$ cat src/hw/rtl/sedd_pkg.sv
// ----------------------------------------------------------------------------
// sedd_pkg: shared types and constants of the serpentine dither
// Word layouts, geometry limits, fixed-point scales and saturation helper.
// ----------------------------------------------------------------------------
package sedd_pkg;

  localparam int MaxWidth  = 1024;
  localparam int MaxHeight = 1024;
  localparam int AddrW     = $clog2(MaxWidth);
  localparam int RowW      = $clog2(MaxHeight);
  localparam int CfgW      = 11;
  localparam int CfgIdxW   = 1;
  localparam int ChanNum   = 3;
  localparam int ErrW      = 16;
  localparam int LineW     = ChanNum * ErrW;

  // code<<4 scale: full scale and threshold
  localparam logic signed [16:0] FullScale = 17'sd4080;
  localparam logic signed [15:0] HalfScale = 16'sd2040;

  typedef enum logic [CfgIdxW-1:0] {
    REG_WIDTH  = 1'b0,
    REG_HEIGHT = 1'b1
  } reg_idx_e;

  typedef struct packed {
    logic [7:0] red_in;
    logic [7:0] green_in;
    logic [7:0] blue_in;
  } pix_in_t;

  typedef struct packed {
    logic            red_on;
    logic            green_on;
    logic            blue_on;
    logic [AddrW-1:0] column;
    logic [RowW-1:0]  row;
    logic            frame_end;
  } pix_out_t;

  // position and neighbor flags of one pixel
  typedef struct packed {
    logic [AddrW-1:0] x;
    logic [RowW-1:0]  y;
    logic             behind;
    logic             ahead;
    logic             down;
    logic             y_nz;
    logic             row_clr;
  } scan_t;

  typedef logic [ChanNum-1:0][ErrW-1:0] err_vec_t;

  function automatic logic signed [ErrW-1:0] sat16(input logic signed [17:0] v);
    logic signed [ErrW-1:0] r;
    if (v > 18'sd32767) begin
      r = 16'sh7fff;
    end else if (v < -18'sd32768) begin
      r = 16'sh8000;
    end else begin
      r = v[ErrW-1:0];
    end
    return r;
  endfunction

endpackage

$ cat src/hw/rtl/sedd_diffuse.sv
// ----------------------------------------------------------------------------
// sedd_diffuse: per-channel threshold and error split
// Holds the sideways carry and the two partial down errors of the row.
// ----------------------------------------------------------------------------
module sedd_diffuse (
  input  logic                            clk_i,
  input  logic                            rst_ni,
  input  logic                            advance_i,
  input  sedd_pkg::pix_in_t               pix_i,
  input  sedd_pkg::scan_t                 pos_i,
  input  sedd_pkg::err_vec_t              line_i,
  output logic [sedd_pkg::ChanNum-1:0]    bits_o,
  output sedd_pkg::err_vec_t              back_o,
  output sedd_pkg::err_vec_t              near_o
);

  localparam int EW = sedd_pkg::ErrW;

  sedd_pkg::err_vec_t carry_q, near_q, far_q;
  sedd_pkg::err_vec_t carry_d, near_d, far_d;
  logic [sedd_pkg::ChanNum-1:0][7:0] pix;

  assign pix[0] = pix_i.red_in;
  assign pix[1] = pix_i.green_in;
  assign pix[2] = pix_i.blue_in;

  always_comb begin
    logic signed [EW-1:0] carry, near_old, far_old, line, v, c7, c3, c5, c1;
    logic signed [17:0]   sum;
    logic signed [16:0]   err;
    logic signed [19:0]   e20, p7, p3, p5;
    logic                 bit_on;
    for (int c = 0; c < sedd_pkg::ChanNum; c++) begin
      carry    = pos_i.row_clr ? '0 : $signed(carry_q[c]);
      near_old = pos_i.row_clr ? '0 : $signed(near_q[c]);
      far_old  = pos_i.row_clr ? '0 : $signed(far_q[c]);
      line     = pos_i.y_nz ? $signed(line_i[c]) : '0;

      sum = $signed({6'd0, pix[c], 4'd0}) + {{2{carry[EW-1]}}, carry}
          + {{2{line[EW-1]}}, line};
      v      = sedd_pkg::sat16(sum);
      bit_on = v > sedd_pkg::HalfScale;
      err    = {v[EW-1], v} - (bit_on ? sedd_pkg::FullScale : 17'sd0);

      // k/16 shares, floor by arithmetic shift
      e20 = {{3{err[16]}}, err};
      p7  = (e20 <<< 3) - e20;
      p3  = (e20 <<< 1) + e20;
      p5  = (e20 <<< 2) + e20;
      c7  = p7[19:4];
      c3  = p3[19:4];
      c5  = p5[19:4];
      c1  = e20[19:4];

      bits_o[c]  = bit_on;
      carry_d[c] = pos_i.ahead ? c7 : '0;
      back_o[c]  = sedd_pkg::sat16({{2{near_old[EW-1]}}, near_old} + {{2{c3[EW-1]}}, c3});
      near_d[c]  = sedd_pkg::sat16((pos_i.behind ? {{2{far_old[EW-1]}}, far_old} : 18'sd0)
                                   + {{2{c5[EW-1]}}, c5});
      far_d[c]   = pos_i.ahead ? c1 : '0;
    end
  end

  assign near_o = near_d;

  // clear at row end; drop down shares on the last row
  always_ff @(posedge clk_i or negedge rst_ni) begin
    if (!rst_ni) begin
      carry_q <= '0;
      near_q  <= '0;
      far_q   <= '0;
    end else if (advance_i) begin
      if (!pos_i.ahead) begin
        carry_q <= '0;
        near_q  <= '0;
        far_q   <= '0;
      end else begin
        carry_q <= carry_d;
        near_q  <= pos_i.down ? near_d : '0;
        far_q   <= pos_i.down ? far_d : '0;
      end
    end
  end

endmodule

$ cat config.mk
export PLATFORM = sky130hd
export DESIGN_NAME = sedd_diffuse
export DESIGN_NICKNAME = d
export VERILOG_FILES = /design/src/hw/rtl/sedd_pkg.sv /design/src/hw/rtl/sedd_diffuse.sv
export SDC_FILE = /design/constraint.sdc
export NUM_CORES = 1
export LEC_CHECK = 0
export BUFFER_PORTS_ARGS = -buffer_cell sky130_fd_sc_hd__buf_2
export CAP_MARGIN = 20
export CORE_UTILIZATION = 42
export CTS_CLUSTER_SIZE = 8
export DETAILED_ROUTE_END_ITERATION = 10
export HOLD_SLACK_MARGIN = 0.06
export PLACE_DENSITY = 0.6
export SYNTH_ARGS = -nofsm -noshare
export SYNTH_HDL_FRONTEND = slang
export SYNTH_SLANG_ARGS = --single-unit
export TNS_END_PERCENT = 100
$ cat constraint.sdc
create_clock -name clk_i -period 11 [get_ports clk_i]
set_clock_uncertainty 0.2 [all_clocks]
set_input_delay 1.1 -clock clk_i [delete_from_list [all_inputs] [get_ports clk_i]]
set_output_delay 1.1 -clock clk_i [all_outputs]
set_load 0.03 [all_outputs]
==> flow_metrics.py <==
metrics = {
    "clock_tree": {
        "insertion_delay_ns": 0.46,
        "numCtsBuffers": 17,
        "cts_tree": "yes",
        "postCtsHoldBufs": 0,
        "cts.sinks": 135,
        "h-tree-depth": 4,
        "clk_path_buf_depth": 2,
        "cts.reportedPaths.clkPinSlew_ns": 0.06,
        "cts_root_buf": "clkbuf_16",
    },
    "floorplan": {
        "start_util_pct": 42.45,
        "die-area_sq_um": 52760,
        "fp.dieH_um": 229.7,
        "io-pin-count": 199,
        "die_width_um": 229.7,
        "core-area_sq_um": 51300,
        "rows": 83,
    },
    "global_routing": {
        "grtUsageMet1_pct": 36.07,
        "grt_pass1_vias": 24260,
        "antenna_found_initial": 0,
        "met3_usage_pct": 3.162,
        "use_met2_pct": 48.88,
        "grt_overflow": 0,
        "grt_busiest_layer": "met2",
        "grt_pass1_wl_mm": 121.5,
        "grt_max_degree": 75,
        "track_usage_pct": 27.92,
    },
    "worst_setup_path": {
        "rrSetupSlack_ns": 1.73,
        "crit_path_start_kind": "input port",
        "cpMostUsedCell": "buf_4",
        "r2r_start": "carry_q[42]$_DFFE_PN0P_",
        "crit_end": "back_o[7]",
        "arrival_ns": 9.67,
        "worst-r2r-cell-count": 47,
        "cpPeakStageDelay_ns": 0.52,
        "required_ns": 9.70,
        "worstSetupStartpoint": "pos_i[1]",
        "crit_cells": 51,
        "cp_top_family": "buffers and inverters",
        "crit_type": "input port to output port",
        "worst_setup_path_end_kind": "output port",
        "critPathMaxFanout": 10,
        "path_buf_inv": 22,
        "slowest_stage": "or4_4",
        "worst_r2r_endpoint": "near_q[42]$_DFFE_PN0P_",
    },
    "synthesis": {
        "synth_cells": 2778,
        "ys_ff_latch": 135,
        "syn_nets": 3218,
        "synth.distinct_cells": 103,
        "ys.warnings.count": 0,
        "ys_seq_area_share_pct": 15.51,
        "synthArstFlopShare_pct": 100.0,
        "synth_ff_type": "dfrtp_1",
        "synth_edf_count": 0,
        "syn_area_sq_um": 21780,
        "avgSynthCellArea_sq_um": 7.839,
    },
    "detailed_routing": {
        "drtIter0Drc": 1432,
        "wl_mm": 79.35,
        "wl_per_cell_um": 18.03,
        "route.vias.total": 24530,
        "drc": 0,
        "viasPerCell": 5.572,
        "postRouteAntennaNets": 0,
        "firstDrtPassIters": 6,
    },
    "placement": {
        "portBuffers": 178,
        "routabilityCongestion": 0.9088,
        "place_ws_ns": -0.7951,
        "hpwl_mm": 57.71,
    },
    "sta": {
        "fmax_ghz": 0.09116,
        "fin_crit_sh_pct": 99.72,
        "setup_slack_ns": 0.03074,
        "finalHoldViolations": 0,
        "period_needed_ns": 10.97,
        "setup_violations": 0,
        "final_max_slew_viol_count": 0,
        "relSlewSlack_pct": 35.86,
        "tightestPinTransition_ns": 0.9622,
        "rsz0062_at_grt": "true",
    },
    "cells_and_area": {
        "drive_above_1_share_pct": 42.15,
        "area_growth_pct": 54.77,
        "final_core_util_pct": 65.70,
        "nNetsFinal": 4149,
        "antenna_cells": 0,
        "n_fill_cell": 4135,
    },
    "job": {
        "cap_violations": 0,
    },
    "status": {
        "outcome": "completed",
    },
    "hold_path": {
        "worstHoldStart": "near_q[18]$_DFFE_PN0P_",
        "hold_path_class": "register to register",
    },
}
[worst min path at each step]
stage                        endpoint  slack [ns]  cells past startpoint
2_1_floorplan   far_q[19]$_DFFE_PN0P_        0.25                      1
3_3_place_gp    far_q[36]$_DFFE_PN0P_        0.26                      1
3_5_place_dp     far_q[5]$_DFFE_PN0P_        0.27                      1
4_1_cts        near_q[18]$_DFFE_PN0P_        0.29                      1
5_1_grt          far_q[3]$_DFFE_PN0P_        0.29                      1
6_report       near_q[18]$_DFFE_PN0P_        0.28                      1
[per-layer routing]
metal  part of all wire, %  wire, um  vias to the layer above
li1                      -         -                    11900
met1                    44     34730                    11860
met2                    49     38910                      629
met3                   4.2      3309                      141
met4                   3.0      2404                        0
met5                     0         0                        -
[through the flow]
| step | hold slack, ns | area [sq um] | TNS (ns) | instances |
|---|---|---|---|---|
| 4_1_cts | 0.2889 | 31110 | -0.0008953 | 4335 |
| 2_1_floorplan | 0.2481 | 22530 | -0.04034 | 2778 |
| 3_3_place_gp | 0.2643 | 29330 | -44.94 | 4257 |
| 5_1_grt | 0.2941 | 33700 | -16.27 | 4402 |
| 3_5_place_dp | 0.2663 | 29330 | -63.54 | 4257 |
| 6_report | 0.2826 | 33700 | 0 | 4402 |
[worst reg2reg max path, delay by kind of cell (launching register included)]
kind / cells / cell delay, ns
buf+inv: 9 / 1.36
flops: 1 / 0.38
fa+ha+maj: 6 / 1.73
compound gates: 14 / 2.54
simple gates: 16 / 2.67
xor+xnor: 2 / 0.25
[placed cells by master (no fill, tap or decap), types with 14 or more instances in the layout]
cell,instances
inv_2,21
ha_1,244
nor2_1,171
clkbuf_16,23
a21oi_1,133
dfrtp_1,135
a21oi_2,62
nor3_1,41
buf_12,15
nor2b_1,85
fa_1,28
nor2b_2,20
a22o_1,71
inv_1,166
nand3_1,46
nand2_1,183
buf_6,55
o2bb2ai_1,21
o21a_1,42
o21ai_2,49
and2_1,87
ha_4,53
a21o_1,55
o221ai_1,25
xnor2_2,17
nand2b_1,25
o21bai_1,17
o21ai_1,48
xor2_1,54
o311ai_0,16
a31oi_1,23
xnor2_1,171
buf_2,122
o21a_2,14
buf_4,806
nor2_2,17
o21ai_0,81
[synthesized netlist by cell type (13+ instances only)]
cell | number | area [sq um]
nor2_1 | 199 | 747.0
a21boi_0 | 37 | 277.8
a211oi_1 | 24 | 180.2
and3_1 | 16 | 100.1
xnor2_1 | 188 | 1647
a22o_1 | 71 | 621.9
nor2b_1 | 110 | 688.2
nand2b_1 | 31 | 193.9
a31oi_1 | 28 | 175.2
o311ai_0 | 16 | 140.1
o21a_1 | 62 | 465.5
inv_1 | 190 | 713.2
fa_1 | 36 | 720.7
xor2_1 | 65 | 569.3
o21bai_1 | 21 | 157.7
o21ai_0 | 179 | 895.9
a31o_2 | 13 | 113.9
clkbuf_1 | 82 | 307.8
a21oi_1 | 200 | 1001
and2_1 | 96 | 600.6
or3_1 | 17 | 106.4
o2bb2ai_1 | 21 | 183.9
o221ai_1 | 25 | 219.0
dfrtp_1 | 135 | 3378
nor3_1 | 55 | 275.3
a21o_1 | 61 | 457.9
nand2_1 | 197 | 739.5
ha_1 | 304 | 3804
nand3_1 | 54 | 270.3
[kinds of logic after synthesis]
kind of cell	count (synthesis)	synth area share (%)
buffers and inverters	298	5.292
adders and majority gates	349	21.22
AOI/OAI and AO/OA	898	28.11
DFF	135	15.51
xor gates and xnor gates	254	10.30
muxes	9	0.4252
and+or+nand+nor	835	19.14
[state kept, by name, summed over array words and instances (netlist names)]
name and cells:
carry_q 48, far_q 39, near_q 48
[layout make-up]
type | count | area (sq um) | share of cell area, %
Inverter | 196 | 753.2 | 2.235
Sequential cell | 135 | 3378 | 10.02
Multi-Input combinational cell | 2347 | 20230 | 60.03
Tap cell | 680 | 850.8 | 2.524
Timing Repair Buffer | 1012 | 7884 | 23.39
Clock inverter | 14 | 176.4 | 0.5234
Clock buffer | 18 | 429.2 | 1.273
[repair_timing]
| item | in CTS | in global routing |
|---|---|---|
| gates resized for setup | 219 | 447 |
| hold endpoints to repair | 0 | 0 |
| buffers inserted | 43 | 63 |
| pin swaps | 98 | 231 |
| cloned | 3 | 8 |
| endpoints found under the setup margin | 96 | 96 |
Power is not shown: default switching activity piles up to over one toggle a cycle in this logic, so the estimate is an artifact.
