$ cat src/hw/rtl/sedd_pkg.sv
// ----------------------------------------------------------------------------
// sedd_pkg: shared types and constants of the serpentine dither
// Word layouts, geometry limits, fixed-point scales and saturation helper.
// ----------------------------------------------------------------------------
package sedd_pkg;

  localparam int MaxWidth  = 1024;
  localparam int MaxHeight = 1024;
  localparam int AddrW     = $clog2(MaxWidth);
  localparam int RowW      = $clog2(MaxHeight);
  localparam int CfgW      = 11;
  localparam int CfgIdxW   = 1;
  localparam int ChanNum   = 3;
  localparam int ErrW      = 16;
  localparam int LineW     = ChanNum * ErrW;

  // code<<4 scale: full scale and threshold
  localparam logic signed [16:0] FullScale = 17'sd4080;
  localparam logic signed [15:0] HalfScale = 16'sd2040;

  typedef enum logic [CfgIdxW-1:0] {
    REG_WIDTH  = 1'b0,
    REG_HEIGHT = 1'b1
  } reg_idx_e;

  typedef struct packed {
    logic [7:0] red_in;
    logic [7:0] green_in;
    logic [7:0] blue_in;
  } pix_in_t;

  typedef struct packed {
    logic            red_on;
    logic            green_on;
    logic            blue_on;
    logic [AddrW-1:0] column;
    logic [RowW-1:0]  row;
    logic            frame_end;
  } pix_out_t;

  // position and neighbor flags of one pixel
  typedef struct packed {
    logic [AddrW-1:0] x;
    logic [RowW-1:0]  y;
    logic             behind;
    logic             ahead;
    logic             down;
    logic             y_nz;
    logic             row_clr;
  } scan_t;

  typedef logic [ChanNum-1:0][ErrW-1:0] err_vec_t;

  function automatic logic signed [ErrW-1:0] sat16(input logic signed [17:0] v);
    logic signed [ErrW-1:0] r;
    if (v > 18'sd32767) begin
      r = 16'sh7fff;
    end else if (v < -18'sd32768) begin
      r = 16'sh8000;
    end else begin
      r = v[ErrW-1:0];
    end
    return r;
  endfunction

endpackage

$ cat src/hw/rtl/sedd_scan.sv
// ----------------------------------------------------------------------------
// sedd_scan: geometry registers and serpentine scan counters
// Gives column, row and neighbor flags of the next pixel; advance per word.
// ----------------------------------------------------------------------------
module sedd_scan (
  input  logic                        clk_i,
  input  logic                        rst_ni,
  input  logic                        cfg_we_i,
  input  logic [sedd_pkg::CfgIdxW-1:0] cfg_idx_i,
  input  logic [sedd_pkg::CfgW-1:0]    cfg_wdata_i,
  input  logic                        advance_i,
  output sedd_pkg::scan_t             pos_o
);

  localparam int CW = sedd_pkg::CfgW;
  localparam int AW = sedd_pkg::AddrW;
  localparam int RW = sedd_pkg::RowW;

  logic [CW-1:0] width_q, height_q;
  logic [AW-1:0] col_q, col_d;
  logic [RW-1:0] row_q, row_d;

  logic [CW-1:0] w_eff, h_eff, y_pre, x_full;
  logic          wrap_pre;
  logic [AW-1:0] i_cur;
  logic [RW-1:0] y_cur;

  always_comb begin
    w_eff = (width_q == '0) ? CW'(1) :
            (width_q > CW'(sedd_pkg::MaxWidth)) ? CW'(sedd_pkg::MaxWidth) : width_q;
    h_eff = (height_q == '0) ? CW'(1) :
            (height_q > CW'(sedd_pkg::MaxHeight)) ? CW'(sedd_pkg::MaxHeight) : height_q;

    // geometry shrunk under the counters: start a new row
    wrap_pre = {1'b0, col_q} >= w_eff;
    i_cur    = wrap_pre ? '0 : col_q;
    y_pre    = wrap_pre ? ({1'b0, row_q} + CW'(1)) : {1'b0, row_q};
    y_cur    = (y_pre >= h_eff) ? '0 : y_pre[RW-1:0];
    x_full   = w_eff - CW'(1) - {1'b0, i_cur};

    pos_o.x       = y_cur[0] ? x_full[AW-1:0] : i_cur;
    pos_o.y       = y_cur;
    pos_o.behind  = i_cur != '0;
    pos_o.ahead   = ({1'b0, i_cur} + CW'(1)) < w_eff;
    pos_o.down    = ({1'b0, y_cur} + CW'(1)) < h_eff;
    pos_o.y_nz    = y_cur != '0;
    pos_o.row_clr = wrap_pre;

    if (pos_o.ahead) begin
      col_d = i_cur + AW'(1);
      row_d = y_cur;
    end else begin
      col_d = '0;
      row_d = pos_o.down ? (y_cur + RW'(1)) : '0;
    end
  end

  always_ff @(posedge clk_i or negedge rst_ni) begin
    if (!rst_ni) begin
      width_q  <= CW'(640);
      height_q <= CW'(480);
    end else if (cfg_we_i) begin
      case (cfg_idx_i)
        sedd_pkg::REG_WIDTH:  width_q  <= cfg_wdata_i;
        sedd_pkg::REG_HEIGHT: height_q <= cfg_wdata_i;
        default: ;
      endcase
    end
  end

  always_ff @(posedge clk_i or negedge rst_ni) begin
    if (!rst_ni) begin
      col_q <= '0;
      row_q <= '0;
    end else if (advance_i) begin
      col_q <= col_d;
      row_q <= row_d;
    end
  end

endmodule

$ cat config.mk
export PLATFORM = sky130hd
export DESIGN_NAME = sedd_scan
export DESIGN_NICKNAME = d
export VERILOG_FILES = /design/src/hw/rtl/sedd_pkg.sv /design/src/hw/rtl/sedd_scan.sv
export SDC_FILE = /design/constraint.sdc
export NUM_CORES = 1
export LEC_CHECK = 0
export BUFFER_PORTS_ARGS = -buffer_cell sky130_fd_sc_hd__buf_2
export CAP_MARGIN = 15
export CORE_MARGIN = 2
export CORE_UTILIZATION = 51
export CTS_CLUSTER_DIAMETER = 150
export CTS_CLUSTER_SIZE = 40
export DETAILED_ROUTE_END_ITERATION = 6
export PLACE_DENSITY = 0.8
export SLEW_MARGIN = 20
export SYNTH_ARGS = -nofsm -noshare
export SYNTH_HDL_FRONTEND = slang
export SYNTH_SLANG_ARGS = --single-unit
$ cat constraint.sdc
create_clock -name clk_i -period 8.5 [get_ports clk_i]
set_input_delay 1.7 -clock clk_i [delete_from_list [all_inputs] [get_ports clk_i]]
set_output_delay 1.7 -clock clk_i [all_outputs]
set_load 0.01 [all_outputs]
==> flow_summary.json, run 1 <==
{
  "cpPeakStageDelay_ps": 480,
  "drc": 0,
  "core_area_sq_um": 8260,
  "dpl.hpwl_mm": 8.90,
  "numCtsBuffers": 5,
  "insertion_delay_ps": 300,
  "cp_common_cell": "ha_1",
  "crit_path_end": "pos_o[2]",
  "worstReg2RegEnd": "row_q[8]",
  "ios": 41,
  "critPathBufInv": 4,
  "max_slew_margin_pct": 35.8,
  "worstPathRequired_ps": 6800,
  "grt-ovfl-total": 0,
  "antenna_found_initial": 0,
  "num_rows": 33,
  "vias_per_cell": 6.27,
  "clockRootBuffer": "clkbuf_8",
  "placement.io_buffers": 40,
  "wl_per_cell_um": 17.4,
  "synth_warnings": 0,
  "rsz0062_at_grt": "false",
  "yosysSeqAreaShare_pct": 24.1,
  "setup_viol": 0,
  "synth_edf_count": 0,
  "crit_start": "width_q[10]",
  "area_delta_synth_final_pct": 10.2,
  "static-leakage-power_nw": 2.21,
  "rr_worst_depth": 28,
  "synthFlopType": "dfrtp_1",
  "reg2reg_slack_ps": 1740,
  "fin_setup_tns_ps": 0,
  "skew_ps": 7.98,
  "first_pass_iters": 5,
  "fillers": 755,
  "cts_sinks": 42,
  "syn_inst": 526,
  "crit_path_start_kind": "flip-flop",
  "crit_arrival_ps": 6350,
  "drive_gt1_share_pct": 20.2,
  "ys_ff_latch": 42,
  "critPathMaxFanout": 9,
  "synthArstFlopShare_pct": 100,
  "synth_area_per_cell_sq_um": 8.34,
  "worstMarginPinSlew_ps": 961,
  "hold_buffers": 0,
  "cts.clk_slew.worst_paths_ps": 90,
  "finalHoldViolCount": 0,
  "dieArea_sq_um": 9360,
  "dp.cells": 656,
  "die_y_um": 96.7,
  "n_antenna_cell": 0,
  "clockBufferDepth": 2,
  "path_class": "flip-flop to output port",
  "max_freq_ghz": 0.124,
  "peakVddDrop_mv": 0.138,
  "synth.distinct_cells": 73,
  "grt_use_total_pct": 24.5,
  "drt_iter0_markers": 374,
  "min_from": "height_q[0]",
  "grt_pass1_wl_mm": 19.3,
  "grt_max_degree": 43,
  "multi_input_area_sq_um": 3130,
  "fin_nets": 637,
  "synth_area_sq_um": 4390,
  "grt_pass1_vias": 3970,
  "die_w_um": 96.7,
  "fin_crit_ps": 8050,
  "cts_tree": "done",
  "place_congestion": 1.01,
  "layoutNonFillerInstCount": 670,
  "outcome": "complete, no violations",
  "critPathCaptureType": "output port",
  "slew_viol_final": 0,
  "cp_top_family": "simple AND/OR/NAND/NOR gates",
  "crit_slowest_cell": "dfrtp_2",
  "synth_fp_nets": 599,
  "htreeDepth": 2,
  "cp_num_cells": 26,
  "seq_area_sq_um": 1060,
  "final_antenna_net_count": 0,
  "fin_crit_sh_pct": 94.7,
  "num_vias": 4200,
  "routed_wl_mm": 11.6,
  "powerDensity_nw_per_um2": 345,
  "drv_cap": 0,
  "hold_path_class": "flip-flop to flip-flop",
  "r2r-start": "width_q[10]",
  "start_util_pct": 53.1
}
[flip-flops by register name (all words and copies together) (netlist names)]
register and flops:
height_q 11, row_q 10, width_q 11, col_q 10
[stage by stage]
| step | hold slack [ps] | total power, W | area, sq um | setup slack, ps | util (%) |
|---|---|---|---|---|---|
| 2_1_floorplan | 481 | 0.00116 | 4390 | 686 | - |
| 5_1_grt | 566 | 0.00182 | 4830 | 0.413 | 58.5 |
| 4_1_cts | 551 | 0.00164 | 4780 | 261 | 57.8 |
| 3_3_place_gp | 514 | 0.00146 | 4670 | 398 | 56.6 |
| 6_report | 551 | 0.00167 | 4830 | 447 | 58.5 |
| 3_5_place_dp | 526 | 0.00148 | 4670 | 181 | 56.6 |
[routing by layer]
layer	up-vias	GRT usage, %	share of wire, %
li1	1991	-	-
met1	1990	35.5	45
met2	200	40.0	46
met3	19	2.38	7.4
met4	0	4.77	1.1
met5	-	0	0
[report_power, final]
group          switching (W)  internal, W
combinational       0.000718     0.000478
sequential         0.0000793     0.000253
clock              0.0000801    0.0000594
[logic make-up after synthesis]
group / Yosys count / synth area share (%)
flip-flops: 42 / 24.1
adder cells (fa/ha/maj): 57 / 16.4
AO/OA/AOI/OAI: 129 / 19.7
XOR/XNOR: 28 / 5.59
buffers and inverters: 57 / 5.14
AND/OR/NAND/NOR: 189 / 22.8
multiplexers: 24 / 6.13
[synthesized netlist by cell type (all sizes together) (6+ instances only)]
cell | n | area [sq um]
a21oi | 32 | 186
o21ai | 37 | 196
nor2 | 31 | 129
a31oi | 8 | 56.3
nand2 | 64 | 248
dfstp | 6 | 158
mux2 | 20 | 225
inv | 36 | 135
xor2 | 9 | 78.8
nand3 | 21 | 105
xnor2 | 19 | 166
nor4 | 7 | 50.1
nor2b | 6 | 37.5
dfrtp | 36 | 901
nor3b | 6 | 45.0
o21a | 6 | 45.0
nor3 | 13 | 76.3
nand4 | 15 | 115
and2 | 7 | 43.8
o211ai | 6 | 45.0
clkbuf | 16 | 60.1
ha | 56 | 701
[area by class of cell]
class	count	area share (%)
repair buffers	49	5.54
flip-flops and latches	42	21.9
repair inverters	1	0.104
multi-input cells	427	64.7
clock buffers	5	1.42
inverters	38	3.03
well taps	105	2.72
clock inverters	3	0.518
[worst min-delay path by stage]
stage                        to  depth (start not counted)
global route         width_q[0]                          1
CTS                  width_q[0]                          1
finish              height_q[0]                          1
floorplan            width_q[0]                          1
global placement    height_q[0]                          1
detailed placement   width_q[0]                          1
[worst reg2reg max path, delay by kind of cell, from the launching register on]
| family | cells | cell delay [ps] |
|---|---|---|
| simple gates | 12 | 2470 |
| compound gates | 8 | 1600 |
| fa+ha+maj | 4 | 1320 |
| buf+inv | 3 | 520 |
| flops | 1 | 480 |
| xor+xnor | 1 | 280 |
[what timing repair did]
action | in CTS | in global routing
gates cloned | 0 | 1
setup buffers | 1 | 4
setup endpoints to repair | 1 | 1
gates resized for setup | 1 | 5
pin swaps | 1 | 1
[cell usage in the layout (no fill, tap or decap), types with 5 or more instances in the layout]
master / instances
xor2_1: 9
o21a_1: 6
o211ai_1: 6
nand3_1: 21
inv_1: 35
a21o_1: 5
a31oi_1: 7
nor3_1: 11
nor2b_1: 6
nor4_1: 6
dfrtp_1: 35
nor2_1: 27
dfstp_2: 6
o21ai_0: 34
nand4_1: 13
and2_1: 7
nor3b_1: 6
nand2_1: 63
ha_1: 56
a21oi_1: 27
buf_2: 40
buf_4: 9
mux2_2: 20
xnor2_1: 19
clkbuf_8: 5
No activity file was read; power rests on OpenSTA's default activity.
==> inputs of run 2 (changes only) <==
- ABC_AREA: unset -> 1
- CORE_UTILIZATION: 51 -> 45
- PLACE_DENSITY: 0.8 -> 0.73
==> flow_summary.json, run 2 <==
{
  "critPathCaptureType": "output port",
  "powerDensity_nw_per_um2": 419,
  "finalHoldViolCount": 0,
  "final_core_util_pct": 51.1,
  "static-leakage-power_nw": 2.78,
  "fin_crit_sh_pct": 93.4,
  "worstMarginPinSlew_ps": 981,
  "hold_path_class": "flip-flop to flip-flop",
  "slew_viol_final": 0,
  "placement.io_buffers": 40,
  "drt_iter0_markers": 314,
  "r2r-start": "width_q[4]",
  "drv_cap": 0,
  "cts_tree": "done",
  "syn_inst": 698,
  "crit_slowest_cell": "dfrtp_1",
  "die_y_um": 105,
  "crit_start": "width_q[4]",
  "place_congestion": 0.948,
  "drc": 0,
  "start_util_pct": 45.7,
  "worstReg2RegEnd": "row_q[9]",
  "grt_max_degree": 43,
  "synth_warnings": 0,
  "synthFlopType": "dfrtp_1",
  "routed_wl_mm": 12.4,
  "critPathMaxFanout": 18,
  "outcome": "complete, no violations",
  "wl_per_cell_um": 14.1,
  "dieArea_sq_um": 11100,
  "crit_arrival_ps": 6240,
  "antenna_found_initial": 0,
  "final_area_sq_um": 5180,
  "fin_crit_ps": 7940,
  "dp.cells": 864,
  "synth_area_sq_um": 4630,
  "synthTopCellsByCount": "nand2_1, inv_1, ha_1",
  "numCtsBuffers": 5,
  "area_delta_synth_final_pct": 11.8,
  "n_antenna_cell": 0,
  "skew_ps": 20.1,
  "die_w_um": 105,
  "synth.distinct_cells": 43,
  "route.met3.wl_um": 545,
  "synth_area_per_cell_sq_um": 6.64,
  "synthArstFlopShare_pct": 100,
  "vias_per_cell": 5.18,
  "layout_common_cells": "nand2_1, inv_1, ha_1, o21ai_0, nand3_1",
  "fin_nets": 816,
  "crit_path_end": "pos_o[2]",
  "synth_top_cell_by_area": "dfrtp_1",
  "num_vias": 4554,
  "worstPathRequired_ps": 6800,
  "path_class": "flip-flop to output port",
  "cts.clk_slew.worst_paths_ps": 100,
  "peakVddDrop_mv": 0.156,
  "max_slew_margin_pct": 34.6,
  "first_pass_iters": 5,
  "cts_sinks": 42,
  "placedInstanceArea_sq_um": 4950,
  "drt-met1-wl_mm": 5.80,
  "layoutNonFillerInstCount": 880,
  "htreeDepth": 2,
  "cp_common_cell": "nand2_1",
  "drive_gt1_share_pct": 18.8,
  "setup_viol": 0,
  "fin_setup_tns_ps": 0,
  "synth_area_leaders": "dfrtp_1, ha_1, nand2_1",
  "grt_use_total_pct": 22.8,
  "reg2reg_slack_ps": 2020,
  "final.setup.worst_slack_ps": 559,
  "clockBufferDepth": 2,
  "insertion_delay_ps": 320,
  "synth_fp_nets": 771,
  "yosysSeqAreaShare_pct": 22.8,
  "ios": 41,
  "cpPeakStageDelay_ps": 410,
  "post-place-ws_ps": 758,
  "highest_layer": "met4",
  "synth_top_area_share_pct": 19.4,
  "clockRootBuffer": "clkbuf_8",
  "grt_pass1_wl_mm": 20.5,
  "synth_most_common_cell": "nand2_1",
  "synth_edf_count": 0,
  "grt_pass1_vias": 4339,
  "rr_worst_depth": 44,
  "crit_path_start_kind": "flip-flop",
  "dpl.hpwl_mm": 9.82,
  "wl_met2_mm": 5.90,
  "final_common_cell": "nand2_1",
  "num_rows": 37,
  "ys_ff_latch": 42,
  "top_regs": "height_q: 11 flops, width_q: 11 flops",
  "final_antenna_net_count": 0,
  "grt-ovfl-total": 0,
  "max_freq_ghz": 0.126,
  "core_area_sq_um": 10100
}
run 2: cell types whose count changed after synthesis, sizes merged, moves of 18 or more:
cell,previous run,this run
nand3,21,48
inv,36,125
mux2,20,0
nor2,31,70
o21ai,37,55
nand2,64,197
run 2: layout make-up:
cell class | count | area [sq um]
fill | 978 | 4960
multi-input combinational | 516 | 3090
sequential | 42 | 1060
inverter | 127 | 479
timing repair buffer | 51 | 288
tap | 136 | 170
clock buffer | 5 | 68.8
clock inverter | 3 | 26.3
run 2: layer usage:
layer  up-vias  global-route usage, %
met5         -                      0
met4         0                   5.43
met3        11                   2.16
met2       118                   38.6
met1      2109                   31.4
li1       2316                      -
run 2: metrics by stage:
stage	power (W)	hold slack (ps)
after floorplan	0.00150	453
after CTS	0.00208	507
after detailed placement	0.00192	484
final	0.00217	510
after global routing	0.00240	527
after global placement	0.00189	470
run 2: worst min-delay path by stage:
stage | startpoint | endpoint | slack, ps | cells past startpoint
detailed placement | width_q[6] | width_q[6] | 480 | 2
global route | width_q[7] | width_q[7] | 530 | 2
floorplan | width_q[0] | width_q[0] | 450 | 2
CTS | width_q[6] | width_q[6] | 510 | 2
finish | width_q[5] | width_q[5] | 510 | 2
global placement | width_q[1] | width_q[1] | 470 | 2
run 2: what timing repair did:
item / CTS / global route
buffers inserted: 0 / 8
endpoints found under the setup margin: 0 / 1
endpoints found under the hold margin: 0 / 0
gates resized for setup: 0 / 19
hold buffers: 0 / 0
run 2: power breakdown:
part,switching (W),internal (W),leakage [nW]
clock network,0.0000892,0.0000613,0.0495
registers,0.0000603,0.000251,0.520
logic,0.00109,0.000620,2.21
run 2: cells by family after synthesis:
logic type | share of synthesized area (%)
buffers and inverters | 11.9
flip-flops | 22.8
AO/OA/AOI/OAI | 12.0
AND/OR/NAND/NOR | 35.3
adder cells (fa/ha/maj) | 15.6
XOR/XNOR | 2.46
run 2: worst max-delay path: cells and delay by family (launching register included):
kind / cells / cell delay, ps
DFF: 1 / 410
and+or+nand+nor: 22 / 2700
buffers and inverters: 12 / 1250
adders and majority gates: 4 / 1110
AOI/OAI and AO/OA: 4 / 440
